===== config.mk =====
export PLATFORM = sky130hd
export DESIGN_NAME = multicycle_integer_alu_unit_flat
export DESIGN_NICKNAME = d
export VERILOG_FILES = /design/src/design/mialu_pkg.sv /design/src/design/mialu_if.sv /design/src/design/multicycle_integer_alu_unit.sv /design/src/design/mialu_ctrl.sv /design/src/design/mialu_datapath.sv /design/src/flat_wrapper.sv
export SDC_FILE = /design/constraint.sdc
export NUM_CORES = 1
export LEC_CHECK = 0
export ABC_AREA = 1
export BUFFER_PORTS_ARGS = -buffer_cell sky130_fd_sc_hd__buf_2
export CAP_MARGIN = 40
export CORE_ASPECT_RATIO = 1.1
export CORE_MARGIN = 3
export CORE_UTILIZATION = 55
export DETAILED_ROUTE_END_ITERATION = 10
export PLACE_DENSITY_LB_ADDON = 0.25
export RECOVER_POWER = 25
export SYNTH_ARGS = -nofsm -noshare
export SYNTH_HDL_FRONTEND = slang
export SYNTH_SLANG_ARGS = --single-unit
export TNS_END_PERCENT = 10

===== constraint.sdc =====
create_clock -name i_clk -period 4.4 [get_ports i_clk]
set_input_delay 0.88 -clock i_clk [delete_from_list [all_inputs] [get_ports i_clk]]
set_output_delay 0.88 -clock i_clk [all_outputs]
set_load 0.03 [all_outputs]

===== src/design/mialu_pkg.sv =====
// Package for the multicycle integer ALU: data width, operation codes,
// sequencer states and the control bundle. No dependencies.
`timescale 1ns / 1ps

package mialu_pkg;

    // Operand and result width.
    localparam int DATA_WIDTH = 32;
    // Counter width that can hold the largest step count.
    localparam int CNT_W = $clog2(DATA_WIDTH + 1);

    typedef logic [CNT_W-1:0] t_cnt;

    // Operation codes carried in the kind field.
    typedef enum logic [2:0] {
        KIND_ADD  = 3'd0,
        KIND_SUB  = 3'd1,
        KIND_MUL  = 3'd2,
        KIND_QUO  = 3'd3,
        KIND_REM  = 3'd4,
        KIND_SQRT = 3'd5
    } t_kind;

    // Sequencer states.
    typedef enum logic [1:0] {
        ST_IDLE,
        ST_RUN,
        ST_FIN,
        ST_DONE
    } t_state;

    // Strobes from the sequencer to the datapath.
    typedef struct packed {
        logic load;
        logic step;
        logic finish;
    } t_ctrl;

    // Number of shared-unit iterations an operation needs.
    function automatic t_cnt steps_for(input t_kind kind);
        t_cnt n;
        case (kind)
            KIND_MUL, KIND_QUO, KIND_REM: n = t_cnt'(DATA_WIDTH);
            KIND_SQRT:                    n = t_cnt'(DATA_WIDTH / 2);
            default:                      n = t_cnt'(1);
        endcase
        return n;
    endfunction

endpackage


===== src/design/mialu_if.sv =====
// Valid/ready channel interfaces for the multicycle integer ALU.
// Depends on mialu_pkg for the data width.
`timescale 1ns / 1ps

// Input channel: operation kind and two operands.
interface mialu_in_if;
    logic                            valid;
    logic                            ready;
    logic [2:0]                      kind;
    logic [mialu_pkg::DATA_WIDTH-1:0] operand_a;
    logic [mialu_pkg::DATA_WIDTH-1:0] operand_b;

    modport source (output valid, kind, operand_a, operand_b, input ready);
    modport sink   (input valid, kind, operand_a, operand_b, output ready);
endinterface

// Output channel: result value and divide-by-zero flag.
interface mialu_out_if;
    logic                            valid;
    logic                            ready;
    logic [mialu_pkg::DATA_WIDTH-1:0] result_value;
    logic                            divide_by_zero;

    modport source (output valid, result_value, divide_by_zero, input ready);
    modport sink   (input valid, result_value, divide_by_zero, output ready);
endinterface


===== src/design/multicycle_integer_alu_unit.sv =====
// Top level of the multicycle integer ALU: sequencer plus shared datapath.
// After accept the sequencer runs the shared datapath for the step count of the operation,
// then passes the finish state and holds the result valid until it is taken.
// One transaction at a time: the next is taken no earlier than the cycle after the result.
// Reset (synchronous, active low) returns the sequencer to idle; data registers keep.
`timescale 1ns / 1ps

module multicycle_integer_alu_unit (
    input  logic        i_clk,
    input  logic        i_rst_n,
    mialu_in_if.sink    i_in,
    mialu_out_if.source o_out
);

    mialu_pkg::t_ctrl ctrl;

    // Sequencer.
    mialu_ctrl u_ctrl (
        .i_clk       (i_clk),
        .i_rst_n     (i_rst_n),
        .i_in_valid  (i_in.valid),
        .i_kind      (i_in.kind),
        .i_out_ready (o_out.ready),
        .o_in_ready  (i_in.ready),
        .o_out_valid (o_out.valid),
        .o_ctrl      (ctrl)
    );

    // Shared arithmetic datapath.
    mialu_datapath u_datapath (
        .i_clk            (i_clk),
        .i_ctrl           (ctrl),
        .i_kind           (i_in.kind),
        .i_operand_a      (i_in.operand_a),
        .i_operand_b      (i_in.operand_b),
        .o_result_value   (o_out.result_value),
        .o_divide_by_zero (o_out.divide_by_zero)
    );

    // A pending result blocks new transactions.
    a_busy_when_valid: assert property (@(posedge i_clk) disable iff (!i_rst_n)
        o_out.valid |-> !i_in.ready)
        else $error("input ready while a result is pending");

    // An accepted transaction keeps the unit busy in the next cycle.
    a_busy_after_accept: assert property (@(posedge i_clk) disable iff (!i_rst_n)
        (i_in.valid && i_in.ready) |=> (!i_in.ready && !o_out.valid))
        else $error("unit not busy after accepting a transaction");

    // Once the result is taken the unit is ready again.
    a_ready_after_result: assert property (@(posedge i_clk) disable iff (!i_rst_n)
        (o_out.valid && o_out.ready) |=> (i_in.ready && !o_out.valid))
        else $error("unit not idle after delivering a result");

endmodule


===== src/design/mialu_ctrl.sv =====
// Sequencer of the multicycle integer ALU: handshakes and step counter.
// Depends on mialu_pkg.
`timescale 1ns / 1ps

module mialu_ctrl (
    input  logic                 i_clk,
    input  logic                 i_rst_n,
    input  logic                 i_in_valid,
    input  logic [2:0]           i_kind,
    input  logic                 i_out_ready,
    output logic                 o_in_ready,
    output logic                 o_out_valid,
    output mialu_pkg::t_ctrl     o_ctrl
);

    mialu_pkg::t_state r_state, n_state;
    mialu_pkg::t_cnt   r_cnt, n_cnt;
    logic              accept;

    assign accept = i_in_valid && (r_state == mialu_pkg::ST_IDLE);

    // Next state.
    always_comb begin
        n_state = r_state;
        case (r_state)
            mialu_pkg::ST_IDLE: if (i_in_valid) n_state = mialu_pkg::ST_RUN;
            mialu_pkg::ST_RUN:  if (r_cnt == mialu_pkg::t_cnt'(1)) n_state = mialu_pkg::ST_FIN;
            mialu_pkg::ST_FIN:  n_state = mialu_pkg::ST_DONE;
            mialu_pkg::ST_DONE: if (i_out_ready) n_state = mialu_pkg::ST_IDLE;
            default:            n_state = mialu_pkg::ST_IDLE;
        endcase
    end

    // Step counter: loaded on accept, counts down while running.
    always_comb begin
        n_cnt = r_cnt;
        if (accept) begin
            n_cnt = mialu_pkg::steps_for(mialu_pkg::t_kind'(i_kind));
        end else if (r_state == mialu_pkg::ST_RUN) begin
            n_cnt = r_cnt - mialu_pkg::t_cnt'(1);
        end
    end

    // Outputs decoded from the state.
    always_comb begin
        o_in_ready    = (r_state == mialu_pkg::ST_IDLE);
        o_out_valid   = (r_state == mialu_pkg::ST_DONE);
        o_ctrl.load   = accept;
        o_ctrl.step   = (r_state == mialu_pkg::ST_RUN);
        o_ctrl.finish = (r_state == mialu_pkg::ST_FIN);
    end

    always_ff @(posedge i_clk) begin
        if (!i_rst_n) begin
            r_state <= mialu_pkg::ST_IDLE;
            r_cnt   <= '0;
        end else begin
            r_state <= n_state;
            r_cnt   <= n_cnt;
        end
    end

endmodule


===== src/design/mialu_datapath.sv =====
// Datapath of the multicycle integer ALU: operand registers and one shared
// add/subtract unit used for add, shift-add multiply, restoring divide and
// digit-by-digit square root. Depends on mialu_pkg.
`timescale 1ns / 1ps

module mialu_datapath (
    input  logic                             i_clk,
    input  mialu_pkg::t_ctrl                 i_ctrl,
    input  logic [2:0]                       i_kind,
    input  logic [mialu_pkg::DATA_WIDTH-1:0] i_operand_a,
    input  logic [mialu_pkg::DATA_WIDTH-1:0] i_operand_b,
    output logic [mialu_pkg::DATA_WIDTH-1:0] o_result_value,
    output logic                             o_divide_by_zero
);

    localparam int W = mialu_pkg::DATA_WIDTH;

    mialu_pkg::t_kind r_kind, n_kind;
    // Operand a, then the quotient or the square root source as it shifts.
    logic [W-1:0] r_x, n_x;
    // Operand b (divisor, multiplier) or the square root being built.
    logic [W-1:0] r_y, n_y;
    // Partial remainder, product or sum.
    logic [W:0]   r_acc, n_acc;
    logic         r_zero_div, n_zero_div;
    logic [W-1:0] r_result, n_result;
    logic         r_dbz, n_dbz;

    // Shared unit operands and result.
    logic [W:0]   u_x, u_y;
    logic         u_sub;
    logic [W+1:0] u_res;
    logic         u_ge;

    // Shared add/subtract unit; in subtract mode the top bit is the borrow.
    assign u_res = u_sub ? ({1'b0, u_x} - {1'b0, u_y}) : ({1'b0, u_x} + {1'b0, u_y});
    assign u_ge  = !u_res[W+1];

    // Operand selection for one iteration of the current operation.
    always_comb begin
        u_x   = '0;
        u_y   = '0;
        u_sub = 1'b0;
        case (r_kind)
            mialu_pkg::KIND_ADD: begin
                u_x = {1'b0, r_x};
                u_y = {1'b0, r_y};
            end
            mialu_pkg::KIND_SUB: begin
                u_x   = {1'b0, r_x};
                u_y   = {1'b0, r_y};
                u_sub = 1'b1;
            end
            mialu_pkg::KIND_MUL: begin
                // Product doubles, then the multiplicand is added if the bit is set.
                u_x = {1'b0, r_acc[W-2:0], 1'b0};
                u_y = r_y[W-1] ? {1'b0, r_x} : '0;
            end
            mialu_pkg::KIND_QUO, mialu_pkg::KIND_REM: begin
                // Shift the next dividend bit into the partial remainder.
                u_x   = {r_acc[W-1:0], r_x[W-1]};
                u_y   = {1'b0, r_y};
                u_sub = 1'b1;
            end
            mialu_pkg::KIND_SQRT: begin
                // Bring down two bits; the trial value is four times root plus one.
                u_x   = {r_acc[W-2:0], r_x[W-1:W-2]};
                u_y   = {r_y[W-2:0], 2'b01};
                u_sub = 1'b1;
            end
            default: begin
                u_x = '0;
            end
        endcase
    end

    // Register updates on load, on each step and at the finish.
    always_comb begin
        n_kind     = r_kind;
        n_x        = r_x;
        n_y        = r_y;
        n_acc      = r_acc;
        n_zero_div = r_zero_div;
        n_result   = r_result;
        n_dbz      = r_dbz;
        if (i_ctrl.load) begin
            n_kind     = mialu_pkg::t_kind'(i_kind);
            n_x        = i_operand_a;
            n_y        = (i_kind == mialu_pkg::KIND_SQRT) ? '0 : i_operand_b;
            n_acc      = '0;
            n_zero_div = ((i_kind == mialu_pkg::KIND_QUO) || (i_kind == mialu_pkg::KIND_REM))
                         && (i_operand_b == '0);
        end else if (i_ctrl.step) begin
            case (r_kind)
                mialu_pkg::KIND_ADD, mialu_pkg::KIND_SUB: begin
                    n_acc = {1'b0, u_res[W-1:0]};
                end
                mialu_pkg::KIND_MUL: begin
                    n_acc = {1'b0, u_res[W-1:0]};
                    n_y   = {r_y[W-2:0], 1'b0};
                end
                mialu_pkg::KIND_QUO, mialu_pkg::KIND_REM: begin
                    // A zero divisor always subtracts, which leaves all ones and
                    // the dividend as the remainder.
                    n_acc = u_ge ? u_res[W:0] : u_x;
                    n_x   = {r_x[W-2:0], u_ge};
                end
                mialu_pkg::KIND_SQRT: begin
                    n_acc = u_ge ? u_res[W:0] : u_x;
                    n_y   = {r_y[W-2:0], u_ge};
                    n_x   = {r_x[W-3:0], 2'b00};
                end
                default: begin
                    n_acc = '0;
                end
            endcase
        end else if (i_ctrl.finish) begin
            n_dbz = r_zero_div;
            case (r_kind)
                mialu_pkg::KIND_ADD, mialu_pkg::KIND_SUB,
                mialu_pkg::KIND_MUL, mialu_pkg::KIND_REM: n_result = r_acc[W-1:0];
                mialu_pkg::KIND_QUO:                      n_result = r_x;
                mialu_pkg::KIND_SQRT:                     n_result = r_y;
                default:                                  n_result = '0;
            endcase
        end
    end

    always_ff @(posedge i_clk) begin
        r_kind     <= n_kind;
        r_x        <= n_x;
        r_y        <= n_y;
        r_acc      <= n_acc;
        r_zero_div <= n_zero_div;
        r_result   <= n_result;
        r_dbz      <= n_dbz;
    end

    assign o_result_value   = r_result;
    assign o_divide_by_zero = r_dbz;

endmodule


===== src/flat_wrapper.sv =====
// flat-port wrapper written by rule: the top's interface ports become plain ports
module multicycle_integer_alu_unit_flat 
  (i_clk, i_rst_n, i_in_valid, i_in_kind, i_in_operand_a, i_in_operand_b, i_in_ready, o_out_valid, o_out_result_value, o_out_divide_by_zero, o_out_ready);
  mialu_in_if i_in_i ();
  mialu_out_if o_out_i ();
  input  logic i_clk;
  input  logic i_rst_n;
  input wire logic [$bits(i_in_i.valid)-1:0] i_in_valid;
  input wire logic [$bits(i_in_i.kind)-1:0] i_in_kind;
  input wire logic [$bits(i_in_i.operand_a)-1:0] i_in_operand_a;
  input wire logic [$bits(i_in_i.operand_b)-1:0] i_in_operand_b;
  output wire logic [$bits(i_in_i.ready)-1:0] i_in_ready;
  output wire logic [$bits(o_out_i.valid)-1:0] o_out_valid;
  output wire logic [$bits(o_out_i.result_value)-1:0] o_out_result_value;
  output wire logic [$bits(o_out_i.divide_by_zero)-1:0] o_out_divide_by_zero;
  input wire logic [$bits(o_out_i.ready)-1:0] o_out_ready;
  assign i_in_i.valid = i_in_valid;
  assign i_in_i.kind = i_in_kind;
  assign i_in_i.operand_a = i_in_operand_a;
  assign i_in_i.operand_b = i_in_operand_b;
  assign i_in_ready = i_in_i.ready;
  assign o_out_valid = o_out_i.valid;
  assign o_out_result_value = o_out_i.result_value;
  assign o_out_divide_by_zero = o_out_i.divide_by_zero;
  assign o_out_i.ready = o_out_ready;
  multicycle_integer_alu_unit u_core (.i_clk(i_clk), .i_rst_n(i_rst_n), .i_in(i_in_i), .o_out(o_out_i));
endmodule

==> results.sh <==
export IMPL_netlist_area_mm2=0.0115
export IMPL_core_mm2=0.0202
export IMPL_netlist_instances=1631
export IMPL_synth_seq_cells=141
export IMPL_num_antenna_cells=0
export IMPL_fmax_ghz=0.220
export IMPL_synth_largest_area_cell="edfxtp_1"
export IMPL_grt_usage=0.365
export IMPL_total_power_mw=14.5
export IMPL_peakVddDrop_v=0.000644
export IMPL_finalSetupViolations=34
export IMPL_ys_seq_area_frac=0.332
export IMPL_yosys_warnings=0
export IMPL_cpPeakStageDelay_ns=0.45
export IMPL_powerDensity_mw_per_mm2=987
export IMPL_num_vias=12900
export IMPL_die_h_um=158
export IMPL_portBuffers=105
export IMPL_path_max_fanout=9
export IMPL_ant_nets=0
export IMPL_synthTopCellsByArea="edfxtp_1 26%, nand2_1 13%, inv_1 8.1%"
export IMPL_grt_pass1_wl_um=64000
export IMPL_first_pass_iters=6
export IMPL_wl_per_cell_um=20.1
export IMPL_synth_ff_type="edfxtp_1"
export IMPL_seqCellArea_mm2=0.00383
export IMPL_grt_max_degree=56
export IMPL_rows=54
export IMPL_cts_root_buffer="clkbuf_16"
export IMPL_clk_pin_slew_ns=0.07
export IMPL_dpl_hpwl_um=32300
export IMPL_hold_viol_final=0
export IMPL_wl_met3_um=3620
export IMPL_p_leak_nw=7.14
export IMPL_hold_path_depth=0
export IMPL_htree_levels=4
export IMPL_drt_met1_wl_um=16300
export IMPL_final_util=0.726
export IMPL_hp_class="reg2reg"
export IMPL_chipWidth_um=144
export IMPL_grt_ovfl_total=0
export IMPL_period_minus_slack_ns=4.54
export IMPL_globalplace_congestion=1.01
export IMPL_synthArstFlopShare=0
export IMPL_syn_avg_cell_area_um2=7.07
export IMPL_status="finished, violations left"
export IMPL_drt_iter0_markers=1492
export IMPL_clk_latency_ns=0.43
export IMPL_maxCapViolCount=1
export IMPL_post_route_period_util=1.03
export IMPL_cts_num_sinks=141
export IMPL_rsz0062_at_grt="true"
export IMPL_start_util=0.571
export IMPL_finClkSkew_ns=0.0147
export IMPL_drive_gt1_frac=0.247
export IMPL_syn_to_final_growth_pct=27.2
export IMPL_clockBufferDepth=2
export IMPL_cts_buffers=17
export IMPL_cp_start_kind="flop"
export IMPL_synth_cell_types=49
export IMPL_violations="max-capacitance violations, max-slew violations, negative setup slack"
export IMPL_critPathKind="reg2reg"
export IMPL_hold_buffers=0
export IMPL_grt_pass1_vias=11900
export IMPL_top_layer="met4"
export IMPL_finalMaxSlewViolations=34
export IMPL_synth_nets=1743
export IMPL_synth_top_area_share=0.263
export IMPL_viasPerCell=6.03
export IMPL_endpoint_kind="flop"
export IMPL_r2r_worst_path_cells=31
export IMPL_routed_wl_um=43200
export IMPL_slew_headroom=-0.390
export IMPL_multiInputGateArea_mm2=0.00687
export IMPL_drc=0
export IMPL_crit_arrival_ns=4.92
export IMPL_synth_edf_count=101
export IMPL_antenna_found_initial=0
export IMPL_synthMostInstantiatedCell="nand2_1"
export IMPL_synth_top_cells_by_count="400 x nand2_1, 249 x inv_1, 159 x nand3_1"
export IMPL_dieArea_mm2=0.0227
export IMPL_wl_met2_um=20500
export IMPL_cts_tree="done"
export IMPL_layout_setup_ws_ns=-0.141
export IMPL_fill_cells=1676
export IMPL_required_ns=4.78
export IMPL_slowest_stage="edfxtp_1"
export IMPL_tns_ns=-2.13
export IMPL_worst_pin_slew_ns=2.08
export IMPL_ioPinCount=106
export IMPL_layout_nets=1994
[through the flow]
stage	instances	hold WS (ns)	worst slack (ns)	cell area, µm²
after detailed placement	2087	0.405	-0.325	13400
after global placement	2080	0.402	-0.375	13300
final	2147	0.423	-0.141	14700
after global routing	2147	0.433	-0.391	14700
after CTS	2121	0.421	0.00190	14100
after floorplan	1631	0.400	0.178	11500
[critical path: cells and delay by family, from the launching register on]
| family | cells | cell delay [ns] |
|---|---|---|
| buffers and inverters | 9 | 1.10 |
| flip-flops | 1 | 0.45 |
| AO/OA/AOI/OAI | 1 | 0.23 |
| AND/OR/NAND/NOR | 19 | 2.22 |
| adder cells (fa/ha/maj) | 1 | 0.30 |
| XOR/XNOR | 1 | 0.14 |
[power breakdown]
group / internal (mW) / switching [mW] / total, mW
Combinational: 3.93 / 6.32 / 10.3
Sequential: 2.19 / 0.436 / 2.63
Clock: 0.962 / 0.628 / 1.59
Total: 7.09 / 7.39 / 14.5
[routing by layer]
layer,track usage,up-vias
met5,0,-
met4,0.196,0
met3,0.0550,197
met2,0.610,799
met1,0.454,5982
li1,-,5961
[cells in the final DEF (no fill, tap or decap), types with 19 or more instances in the layout]
| cell | instances |
|---|---|
| nand2_1 | 385 |
| buf_2 | 90 |
| o21ai_0 | 77 |
| o221ai_1 | 59 |
| a21oi_1 | 52 |
| dfxtp_1 | 40 |
| nand3_2 | 27 |
| nor2_1 | 113 |
| xnor2_1 | 19 |
| ha_1 | 34 |
| nand3_1 | 151 |
| inv_1 | 243 |
| edfxtp_1 | 101 |
| nand2_2 | 29 |
| buf_4 | 174 |
| xor2_1 | 34 |
[what timing repair did]
item | 4_1_cts | 5_1_grt
pin swaps | 0 | 51
endpoints found under the setup margin | 34 | 34
cloned | 0 | 4
setup buffers | 2 | 22
resized for setup | 10 | 98
[flip-flops by register name, summed over array words and instances, names as in the netlist]
register	flops
u_core.u_datapath.o_result_value	32
u_core.u_datapath.r_acc	32
u_core.u_datapath.r_x	32
u_core.u_datapath.r_y	32
u_core.u_ctrl.r_cnt	6
u_core.u_datapath.r_kind	3
u_core.u_ctrl.r_state	2
u_core.u_datapath.o_divide_by_zero	1
u_core.u_datapath.r_zero_div	1
[layout make-up]
cell class	count	share of cell area
sequential	141	0.261
multi-input combinational	1172	0.469
inverter	254	0.0650
tap	252	0.0215
clock buffer	18	0.0293
clock inverter	14	0.0140
timing repair buffer	296	0.140
[worst paths after layout]
path / startpoint / to / slack, ns
worst min register to register: u_core.u_datapath.r_zero_div / u_core.u_datapath.o_divide_by_zero / 0.42
worst max-delay path: u_core.u_datapath.r_kind[0] / u_core.u_datapath.r_acc[0] / -0.14
worst max register to register: u_core.u_datapath.r_kind[0] / u_core.u_datapath.r_acc[0] / -0.14
worst min-delay path: u_core.u_datapath.r_zero_div / u_core.u_datapath.o_divide_by_zero / 0.42
[kinds of logic after synthesis]
group | after synthesis | share of synthesized area
buffers and inverters | 322 | 0.110
AO/OA/AOI/OAI | 269 | 0.151
adder cells (fa/ha/maj) | 41 | 0.0451
flip-flops | 141 | 0.332
XOR/XNOR | 55 | 0.0418
AND/OR/NAND/NOR | 803 | 0.320
Note: power is estimated with default switching activity, not from simulation.
